===== src/rtl/mbpf_pkg.sv =====
// shared constants, types and helpers of the masked byte pattern filter
package mbpf_pkg;

  // design constants
  localparam int MAX_PATTERN   = 8;
  localparam int POSITION_BITS = 16;
  localparam int LEN_BITS      = 4;
  localparam int IDX_BITS      = 3;
  localparam int CFG_BITS      = 64;
  localparam int OFFSET_BITS   = 16;
  // width that holds position + 1 and the start offset without loss
  localparam int CMP_BITS      = (POSITION_BITS + 1 > OFFSET_BITS) ?
                                 POSITION_BITS + 1 : OFFSET_BITS;

  typedef logic [7:0]                    byte_t;
  typedef logic [MAX_PATTERN-1:0][7:0]   window_t;
  typedef logic [POSITION_BITS-1:0]      pos_t;
  typedef logic [LEN_BITS-1:0]           len_t;

  // configuration register indexes
  typedef enum logic [IDX_BITS-1:0] {
    REG_PATTERN_BYTES  = 3'd0,
    REG_PATTERN_LENGTH = 3'd1,
    REG_CARE_MASK      = 3'd2,
    REG_START_OFFSET   = 3'd3,
    REG_INVERT_RESULT  = 3'd4
  } reg_idx_t;

  // configuration register file contents
  typedef struct packed {
    logic [CFG_BITS-1:0]    pattern_bytes;
    len_t                   pattern_length;
    logic [7:0]             care_mask;
    logic [OFFSET_BITS-1:0] start_offset;
    logic                   invert_result;
  } cfg_t;

  // pattern length in use: zero reads as one, large values saturate
  function automatic len_t used_length(input len_t len);
    len_t n;
    n = len;
    if (n == '0) n = len_t'(1);
    if (n > len_t'(MAX_PATTERN)) n = len_t'(MAX_PATTERN);
    return n;
  endfunction

endpackage


===== src/rtl/mbpf_cfg_regs.sv =====
// configuration register file with plain write port
module mbpf_cfg_regs
  import mbpf_pkg::*;
(
  input  logic                clk,
  input  logic                rst_n,
  input  logic                cfg_we,
  input  logic [IDX_BITS-1:0] cfg_index,
  input  logic [CFG_BITS-1:0] cfg_wdata,
  output cfg_t                cfg
);

  cfg_t cfg_r;

  // register writes, unknown indexes ignored
  always_ff @(posedge clk) begin
    if (!rst_n) begin
      cfg_r.pattern_bytes  <= '0;
      cfg_r.pattern_length <= len_t'(1);
      cfg_r.care_mask      <= 8'hFF;
      cfg_r.start_offset   <= '0;
      cfg_r.invert_result  <= 1'b0;
    end else if (cfg_we) begin
      unique case (reg_idx_t'(cfg_index))
        REG_PATTERN_BYTES:  cfg_r.pattern_bytes  <= cfg_wdata;
        REG_PATTERN_LENGTH: cfg_r.pattern_length <= cfg_wdata[LEN_BITS-1:0];
        REG_CARE_MASK:      cfg_r.care_mask      <= cfg_wdata[7:0];
        REG_START_OFFSET:   cfg_r.start_offset   <= cfg_wdata[OFFSET_BITS-1:0];
        REG_INVERT_RESULT:  cfg_r.invert_result  <= cfg_wdata[0];
        default: ;
      endcase
    end
  end

  assign cfg = cfg_r;

endmodule


===== src/rtl/mbpf_match.sv =====
// masked window compare and start offset check for one byte
module mbpf_match
  import mbpf_pkg::*;
(
  input  window_t win,
  input  pos_t    pos,
  input  cfg_t    cfg,
  output logic    hit
);

  len_t                  len;
  logic [MAX_PATTERN:1]  len_match;
  logic [CMP_BITS-1:0]   end_cnt;
  logic [CMP_BITS-1:0]   start;
  logic                  full_window;
  logic                  late_enough;

  assign len = used_length(cfg.pattern_length);

  // one masked compare per possible pattern length, fixed byte taps
  always_comb begin
    for (int l = 1; l <= MAX_PATTERN; l++) begin
      len_match[l] = 1'b1;
      for (int i = 0; i < l; i++) begin
        if (cfg.care_mask[i] && (win[l-1-i] != cfg.pattern_bytes[8*i +: 8]))
          len_match[l] = 1'b0;
      end
    end
  end

  // window must lie inside the packet and start at or after the offset
  assign end_cnt     = CMP_BITS'(pos) + CMP_BITS'(1);
  assign full_window = end_cnt >= CMP_BITS'(len);
  assign start       = end_cnt - CMP_BITS'(len);
  assign late_enough = start >= CMP_BITS'(cfg.start_offset);

  assign hit = full_window && late_enough && len_match[len];

endmodule


===== src/rtl/masked_byte_pattern_filter.sv =====
// top level of the masked byte pattern filter
//
//  channel | direction | transaction            | handshake
//  --------+-----------+------------------------+------------------------
//  in_     | input     | data_byte, last_byte   | in_valid / in_stall
//  out_    | output    | selected               | out_valid / out_stall
//  cfg_    | input     | register index, data   | cfg_we, no wait
//
// one byte per cycle while no last byte waits on a stalled output: an accepted byte
// is captured in the input register, and the window compare and state update run
// from there once it is processed, so the verdict of a last byte lands in the output register.
// reset clears the packet state and both valid flags and loads the configuration defaults.
// a waiting verdict holds only a last byte; other bytes keep flowing.
module masked_byte_pattern_filter
  import mbpf_pkg::*;
(
  input  logic                clk,
  input  logic                rst_n,
  input  logic                in_valid,
  output logic                in_stall,
  input  logic [7:0]          in_data_byte,
  input  logic                in_last_byte,
  output logic                out_valid,
  input  logic                out_stall,
  output logic                out_selected,
  input  logic                cfg_we,
  input  logic [IDX_BITS-1:0] cfg_index,
  input  logic [CFG_BITS-1:0] cfg_wdata
);

  cfg_t    cfg;
  logic    in_valid_r;
  byte_t   in_data_r;
  logic    in_last_r;
  window_t win_r, win_nxt;
  pos_t    pos_r, pos_nxt;
  logic    seen_r, seen_nxt;
  logic    out_valid_r;
  logic    out_selected_r;
  logic    hit;
  logic    out_free;
  logic    proc_go;
  logic    in_take;

  mbpf_cfg_regs u_cfg (
    .clk       (clk),
    .rst_n     (rst_n),
    .cfg_we    (cfg_we),
    .cfg_index (cfg_index),
    .cfg_wdata (cfg_wdata),
    .cfg       (cfg)
  );

  // handshake control
  assign out_free = !out_valid_r || !out_stall;
  assign proc_go  = in_valid_r && (!in_last_r || out_free);
  assign in_stall = in_valid_r && !proc_go;
  assign in_take  = in_valid && !in_stall;

  // shifted window with the new byte at the newest place
  always_comb begin
    win_nxt[0] = in_data_r;
    for (int k = 1; k < MAX_PATTERN; k++) win_nxt[k] = win_r[k-1];
  end

  mbpf_match u_match (
    .win (win_nxt),
    .pos (pos_r),
    .cfg (cfg),
    .hit (hit)
  );

  assign seen_nxt = seen_r || hit;
  assign pos_nxt  = (pos_r == '1) ? pos_r : pos_r + pos_t'(1);

  // input register
  always_ff @(posedge clk) begin
    if (!rst_n) begin
      in_valid_r <= 1'b0;
    end else if (in_take) begin
      in_valid_r <= 1'b1;
    end else if (proc_go) begin
      in_valid_r <= 1'b0;
    end
  end

  always_ff @(posedge clk) begin
    if (in_take) begin
      in_data_r <= in_data_byte;
      in_last_r <= in_last_byte;
    end
  end

  // packet state, cleared after the last byte
  always_ff @(posedge clk) begin
    if (!rst_n) begin
      win_r  <= '0;
      pos_r  <= '0;
      seen_r <= 1'b0;
    end else if (proc_go) begin
      if (in_last_r) begin
        win_r  <= '0;
        pos_r  <= '0;
        seen_r <= 1'b0;
      end else begin
        win_r  <= win_nxt;
        pos_r  <= pos_nxt;
        seen_r <= seen_nxt;
      end
    end
  end

  // result register
  always_ff @(posedge clk) begin
    if (!rst_n) begin
      out_valid_r <= 1'b0;
    end else if (proc_go && in_last_r) begin
      out_valid_r <= 1'b1;
    end else if (!out_stall) begin
      out_valid_r <= 1'b0;
    end
  end

  always_ff @(posedge clk) begin
    if (proc_go && in_last_r) begin
      out_selected_r <= seen_nxt ^ cfg.invert_result;
    end
  end

  assign out_valid    = out_valid_r;
  assign out_selected = out_selected_r;

endmodule

===== config.mk =====
export PLATFORM = sky130hd
export DESIGN_NAME = masked_byte_pattern_filter
export DESIGN_NICKNAME = d
export VERILOG_FILES = /design/src/rtl/mbpf_pkg.sv /design/src/rtl/mbpf_cfg_regs.sv /design/src/rtl/mbpf_match.sv /design/src/rtl/masked_byte_pattern_filter.sv
export SDC_FILE = /design/constraint.sdc
export NUM_CORES = 1
export LEC_CHECK = 0
export ABC_AREA = 0
export BUFFER_PORTS_ARGS = -buffer_cell sky130_fd_sc_hd__buf_4
export CAP_MARGIN = 10
export CORE_ASPECT_RATIO = 0.9
export CORE_MARGIN = 10
export CORE_UTILIZATION = 39
export DETAILED_ROUTE_END_ITERATION = 6
export GPL_TIMING_DRIVEN = 0
export SYNTH_ARGS = -nofsm -noshare
export SYNTH_HDL_FRONTEND = slang
export SYNTH_SLANG_ARGS = --single-unit

===== constraint.sdc =====
create_clock -name clk -period 6.2 [get_ports clk]
set_input_delay 1.86 -clock clk [delete_from_list [all_inputs] [get_ports clk]]
set_output_delay 1.86 -clock clk [all_outputs]
set_load 0.01 [all_outputs]

==> flow_metrics.tcl, run 1 <==
set metrics [dict create \
    leakagePower_uw 0.00426 \
    dp_slack_ps 727 \
    hp-class "reg -> reg" \
    first_pass_iters 5 \
    rsz0062_at_grt "no" \
    status "completed" \
    setup_viol 0 \
    period_share 0.913 \
    clock.fmax_ghz 0.177 \
    syn-mean-instance-area_um2 8.22 \
    track_usage 0.200 \
    final.setup.worst_slack_ps 539 \
    internal_power_uw 1930 \
    synth-seq-cells 178 \
    ys_seq_area_frac 0.319 \
    worstPathCellList "inv_1, o21ai_0, inv_1, ha_1, inv_1, fa_1, a221oi_1, nor2b_1, o211ai_2, xnor2_1, ha_1, a21o_1, a21o_1, a21oi_1, nand2_1, o211ai_1, a21oi_1, or4_4, a21oi_2, xnor2_1" \
    critPathKind "reg -> reg" \
    cp_max_fo 6 \
    arrival_ps 5850 \
    clockBufferDepth 2 \
    powerDensity_mw_per_mm2 205 \
    cts_root_buffer "clkbuf_16" \
    cts_max_level 4 \
    die_area_mm2 0.0368 \
    max_stage_delay_ps 520 \
    clk_pin_slew_ps 80 \
    ios 84 \
    path_common_cell "inv_1" \
    synth_nets 1503 \
    start_util 0.396 \
    cts_sinks 178 \
    startpoint_type "flip-flop" \
    layout.nets 1604 \
    port_buffers 82 \
    synthArstFlopShare 0 \
    cp.required_ps 6390 \
    gp_congestion 0.932 \
    grt_pass1_vias 9966 \
    synth_top_flop_cell "dfxtp_1" \
    viasPerCell 5.35 \
    seqPwrFrac 0.437 \
    cpMaxStageDelayCell "or4_4" \
    vias 10224 \
    post_cts_buffers 0 \
    endpoint_kind "flip-flop" \
    yosysWarnings 0 \
    drive_gt1_frac 0.0892 \
    final_cells 1910 \
    maxCapViolCount 0 \
    drv_slew 0 \
    power_frac_clock 0.410 \
    p_switching_uw 780 \
    synth.distinct_cells 62 \
    p_comb_frac 0.153 \
    placementRows 59 \
    fillers 2863 \
    hold_buffers 0 \
    drtAntennaViolNets 0 \
    synth_edf_count 10 \
    core_mm2 0.0290 \
    cts_inserted_buffers 17 \
    finClkSkew_ps 15.7 \
    overflow 0 \
    finalHoldViolCount 0 \
    die_h_um 183 \
    syn-instance-count 1400 \
    insertion_delay_ps 440 \
    grt_first_pass_wirelength_um 58100 \
    post_drt_wl_per_cell_um 19.8 \
    min_period_ps 5660 \
    wirelength_um 37800 \
    die_x_um 201 \
    tightestPinTransition_ps 1040 \
    peakVddDrop_uv 144 \
    drt-initial-drc-count 1076 \
    drc 0 \
    area_growth_pct 14.9 \
    cts_resized 0 \
    hpwl_um 27400 \
    netlist_area_mm2 0.0115 \
    cts_tree "built" \
    antenna_found_initial 0 \
    grt_max_degree 19 \
    num_antenna_cells 0 \
    setup-tns-final_ps 0 \
    swShare 0.287 \
    slew-limit-headroom 0.300 \
    hold_ws_ps 468 \
    dp.cells 1878 \
]
## worst max-delay path, delay by kind of cell (launching register included)
family	cells	cell delay [ps]
compound gates	9	2240
simple gates	3	1000
fa+ha+maj	3	950
buf+inv	3	590
flops	1	340
xor+xnor	2	290
## power groups by stage
stage                     Clock, uW  Combinational [uW]  Sequential [uW]
after global routing           1160                 449             1190
after global placement            0                 398             1210
after CTS                      1130                 406             1190
after detailed placement          0                 403             1210
after floorplan                   0                 258             1210
final                          1110                 415             1190
## kinds of logic after synthesis
logic type               Yosys count  synth area share
AO/OA/AOI/OAI                    243             0.147
XOR/XNOR                         318             0.242
adder cells (fa/ha/maj)           22            0.0246
buffers and inverters            171            0.0597
flip-flops                       178             0.319
multiplexers                       7           0.00609
AND/OR/NAND/NOR                  461             0.202
## synthesized netlist by cell type, types with 7 or more instances
master | n | share of area
a21boi_0 | 85 | 0.055
a21oi_1 | 14 | 0.0061
a22oi_1 | 60 | 0.039
and2_1 | 9 | 0.0049
buf_1 | 16 | 0.0052
clkbuf_1 | 126 | 0.041
dfxtp_1 | 168 | 0.29
edfxtp_1 | 10 | 0.026
ha_1 | 21 | 0.023
inv_1 | 21 | 0.0069
mux2i_1 | 7 | 0.0061
nand2_1 | 201 | 0.066
nand3_1 | 26 | 0.011
nand4_1 | 83 | 0.045
nor2_1 | 31 | 0.010
nor2b_1 | 71 | 0.039
nor3_1 | 10 | 0.0044
nor4_1 | 8 | 0.0044
o21ai_0 | 54 | 0.023
xnor2_1 | 282 | 0.21
xor2_1 | 36 | 0.027
## per-stage QoR
step,cell area [um2],power (uW),utilization
2_1_floorplan,11500,1470,-
3_3_place_gp,12600,1610,0.435
3_5_place_dp,12600,1620,0.435
4_1_cts,13200,2720,0.455
5_1_grt,13200,2800,0.455
6_report,13200,2710,0.455
## flip-flops by register name (all words and copies together), names as in the netlist
register      count
in_last_r         1
pos_r            16
out_valid         1
u_cfg.cfg        93
in_data_r         8
seen_r            1
win_nxt          56
in_valid_r        1
out_selected      1
## routing by layer
| metal | up-vias | global-route usage | routed length (um) |
|---|---|---|---|
| met1 | 4814 | 0.278 | 17700 |
| met3 | 57 | 0.0418 | 3270 |
| li1 | 4899 | - | - |
| met4 | 0 | 0.0723 | 934 |
| met5 | - | 0 | 0 |
| met2 | 454 | 0.300 | 15900 |
## layout make-up
cell class | count | area, um2 | share of cell area
buffer | 150 | 608 | 0.0460
clock buffer | 18 | 439 | 0.0332
clock inverter | 14 | 161 | 0.0122
inverter | 21 | 78.8 | 0.00597
multi-input combinational | 1051 | 7150 | 0.541
sequential | 178 | 3660 | 0.277
tap | 396 | 495 | 0.0375
timing repair buffer | 82 | 616 | 0.0466
## final timing paths
path | end | slack [ps] | startpoint | cells past startpoint
worst min-delay path | u_cfg.cfg[8] | 470 | u_cfg.cfg[8] | 2
worst min register to register | u_cfg.cfg[8] | 470 | u_cfg.cfg[8] | 2
worst max-delay path | out_selected | 540 | u_cfg.cfg[28] | 20
worst max register to register | out_selected | 540 | u_cfg.cfg[28] | 20
## cells in the final DEF (no fill, tap or decap), drive strengths merged, types with 15 or more instances in the layout
cell type  synthesis  layout
ha                21      21
o21ai             55      55
nor2b             71      71
nand4             83      83
xor2              36      36
buf               22     104
inv               21      28
nor2              31      31
xnor2            282     282
a22oi             60      60
dfxtp            168     168
a21oi             15      15
a21boi            85      85
clkbuf           128     146
nand3             27      27
nand2            202     202
No activity file was read; power rests on OpenSTA's default activity.
==> run 2, diff against run 1 <==
PLACE_DENSITY = 0.56   (was default)
TNS_END_PERCENT = 10   (was default)
==> run 2 against run 1 <==
  * Clock skew increased by 2.0 ps
  * Critical path depth is the same
  * Critical endpoint unchanged
  * Non-clock buffer count unchanged
  * Utilization barely moved
  * Hold slack barely moved
  * Sequential power is essentially flat
==> flow_metrics.tcl, run 2 (synthesis gave the netlist of run 1 again) <==
set metrics [dict create \
    hpwl_um 28100 \
    wirelength_um 38500 \
    critPathKind "reg -> reg" \
    post_cts_buffers 0 \
    layout.nets 1604 \
    final_common_cell "xnor2_1" \
    period_share 0.905 \
    die_h_um 183 \
    grt_use_met3 0.0301 \
    cts_sinks 178 \
    rsz0062_at_grt "no" \
    hp-class "reg -> reg" \
    finalHoldViolCount 0 \
    grt_first_pass_wirelength_um 59200 \
    grtUsageMet2 0.308 \
    reg2reg_depth 20 \
    startpoint_type "flip-flop" \
    dp_slack_ps 650 \
    drive_gt1_frac 0.0892 \
    hold_ws_ps 468 \
    dp.cells 1878 \
    core_mm2 0.0290 \
    final_cells 1910 \
    finClkSkew_ps 17.7 \
    worst_hold_path.num_cells 2 \
    placementRows 59 \
    final.setup.worst_slack_ps 587 \
    hold_buffers 0 \
    grt_pass1_vias 9693 \
    drt-initial-drc-count 1002 \
    cts_inserted_buffers 17 \
    cp_max_fo 6 \
    endpoint_kind "flip-flop" \
    cts_root_buffer "clkbuf_16" \
    ios 84 \
    clk_pin_slew_ps 90 \
    viasPerCell 5.33 \
    grt_use_met1 0.301 \
    track_usage 0.206 \
    arrival_ps 5820 \
    drtAntennaViolNets 0 \
    clock.fmax_ghz 0.178 \
    num_antenna_cells 0 \
    leakagePower_uw 0.00427 \
    first_pass_iters 5 \
    vias 10178 \
    setup_viol 0 \
    grt_max_degree 20 \
    start_util 0.396 \
    cts_resized 0 \
    final_cell_mix "282 x xnor2_1, 201 x nand2_1, 168 x dfxtp_1, 126 x clkbuf_1, 85 x a21boi_0" \
    gp_congestion 0.942 \
    antenna_found_initial 0 \
    slew-limit-headroom 0.297 \
    die_x_um 201 \
    reg2reg_slack_ps 590 \
    insertion_delay_ps 450 \
    setup-tns-final_ps 0 \
    final_util 0.456 \
    fillers 2937 \
    tightestPinTransition_ps 1050 \
    maxCapViolCount 0 \
    drv_slew 0 \
    overflow 0 \
    powerDensity_mw_per_mm2 207 \
    port_buffers 82 \
    die_area_mm2 0.0368 \
    clockBufferDepth 2 \
    gr-max-usage-layer "met2" \
    peakVddDrop_uv 160 \
    min_period_ps 5610 \
    area_growth_pct 14.9 \
    post_drt_wl_per_cell_um 20.2 \
    largest_reg_flops 93 \
    status "completed" \
    drc 0 \
    cts_max_level 4 \
    cp.required_ps 6410 \
    cts_tree "built" \
]
run 2: cell count changes in the layout (fill, tap and decap cells not counted):
cell | before | now
clkinv_8 | 2 | 3
clkinv_4 | 2 | 1
inv_6 | 4 | 6
clkbuf_8 | 2 | 1
clkinvlp_4 | 1 | 0
run 2: through the flow:
step	power [uW]	area (um2)
CTS	2730	13200
detailed placement	1620	12600
finish	2730	13200
global placement	1610	12600
global route	2830	13200
floorplan	1470	11500
run 2: cell type report:
class | instances | area, um2 | area share
clock inverter | 15 | 179 | 0.0135
clock buffer | 17 | 425 | 0.0322
multi-input combinational | 1051 | 7150 | 0.541
timing repair buffer | 82 | 616 | 0.0466
buffer | 150 | 608 | 0.0460
inverter | 21 | 78.8 | 0.00596
sequential | 178 | 3660 | 0.277
tap | 396 | 495 | 0.0375
run 2: metal layers:
metal | vias up | part of all wire
li1 | 4897 | -
met1 | 4860 | 0.49
met2 | 379 | 0.42
met3 | 42 | 0.072
met4 | 0 | 0.017
met5 | - | 0
run 2: path summary, 6_finish.rpt:
path                 start      endpoint
max reg2reg  u_cfg.cfg[28]  out_selected
min reg2reg   u_cfg.cfg[6]  u_cfg.cfg[6]
max          u_cfg.cfg[28]  out_selected
min           u_cfg.cfg[6]  u_cfg.cfg[6]
run 2: critical path: stages (launching register included):
cell and delay (ps):
dfxtp_1 340, inv_1 170, o21ai_0 320, inv_1 340
ha_1 230, inv_1 60, fa_1 400, a221oi_1 360
nor2b_1 450, o211ai_2 270, xnor2_1 200, ha_1 300
a21o_1 160, a21o_1 170, a21oi_1 450, nand2_1 100
o211ai_1 190, a21oi_1 90, or4_4 540, a21oi_2 150
xnor2_1 80
run 2: report_power, final:
part	internal [uW]	leakage, uW	total (uW)	switching, uW
clock	580	0.000298	1130	549
combinational	175	0.00251	414	239
sequential	1170	0.00146	1190	14.0
total	1930	0.00427	2730	802
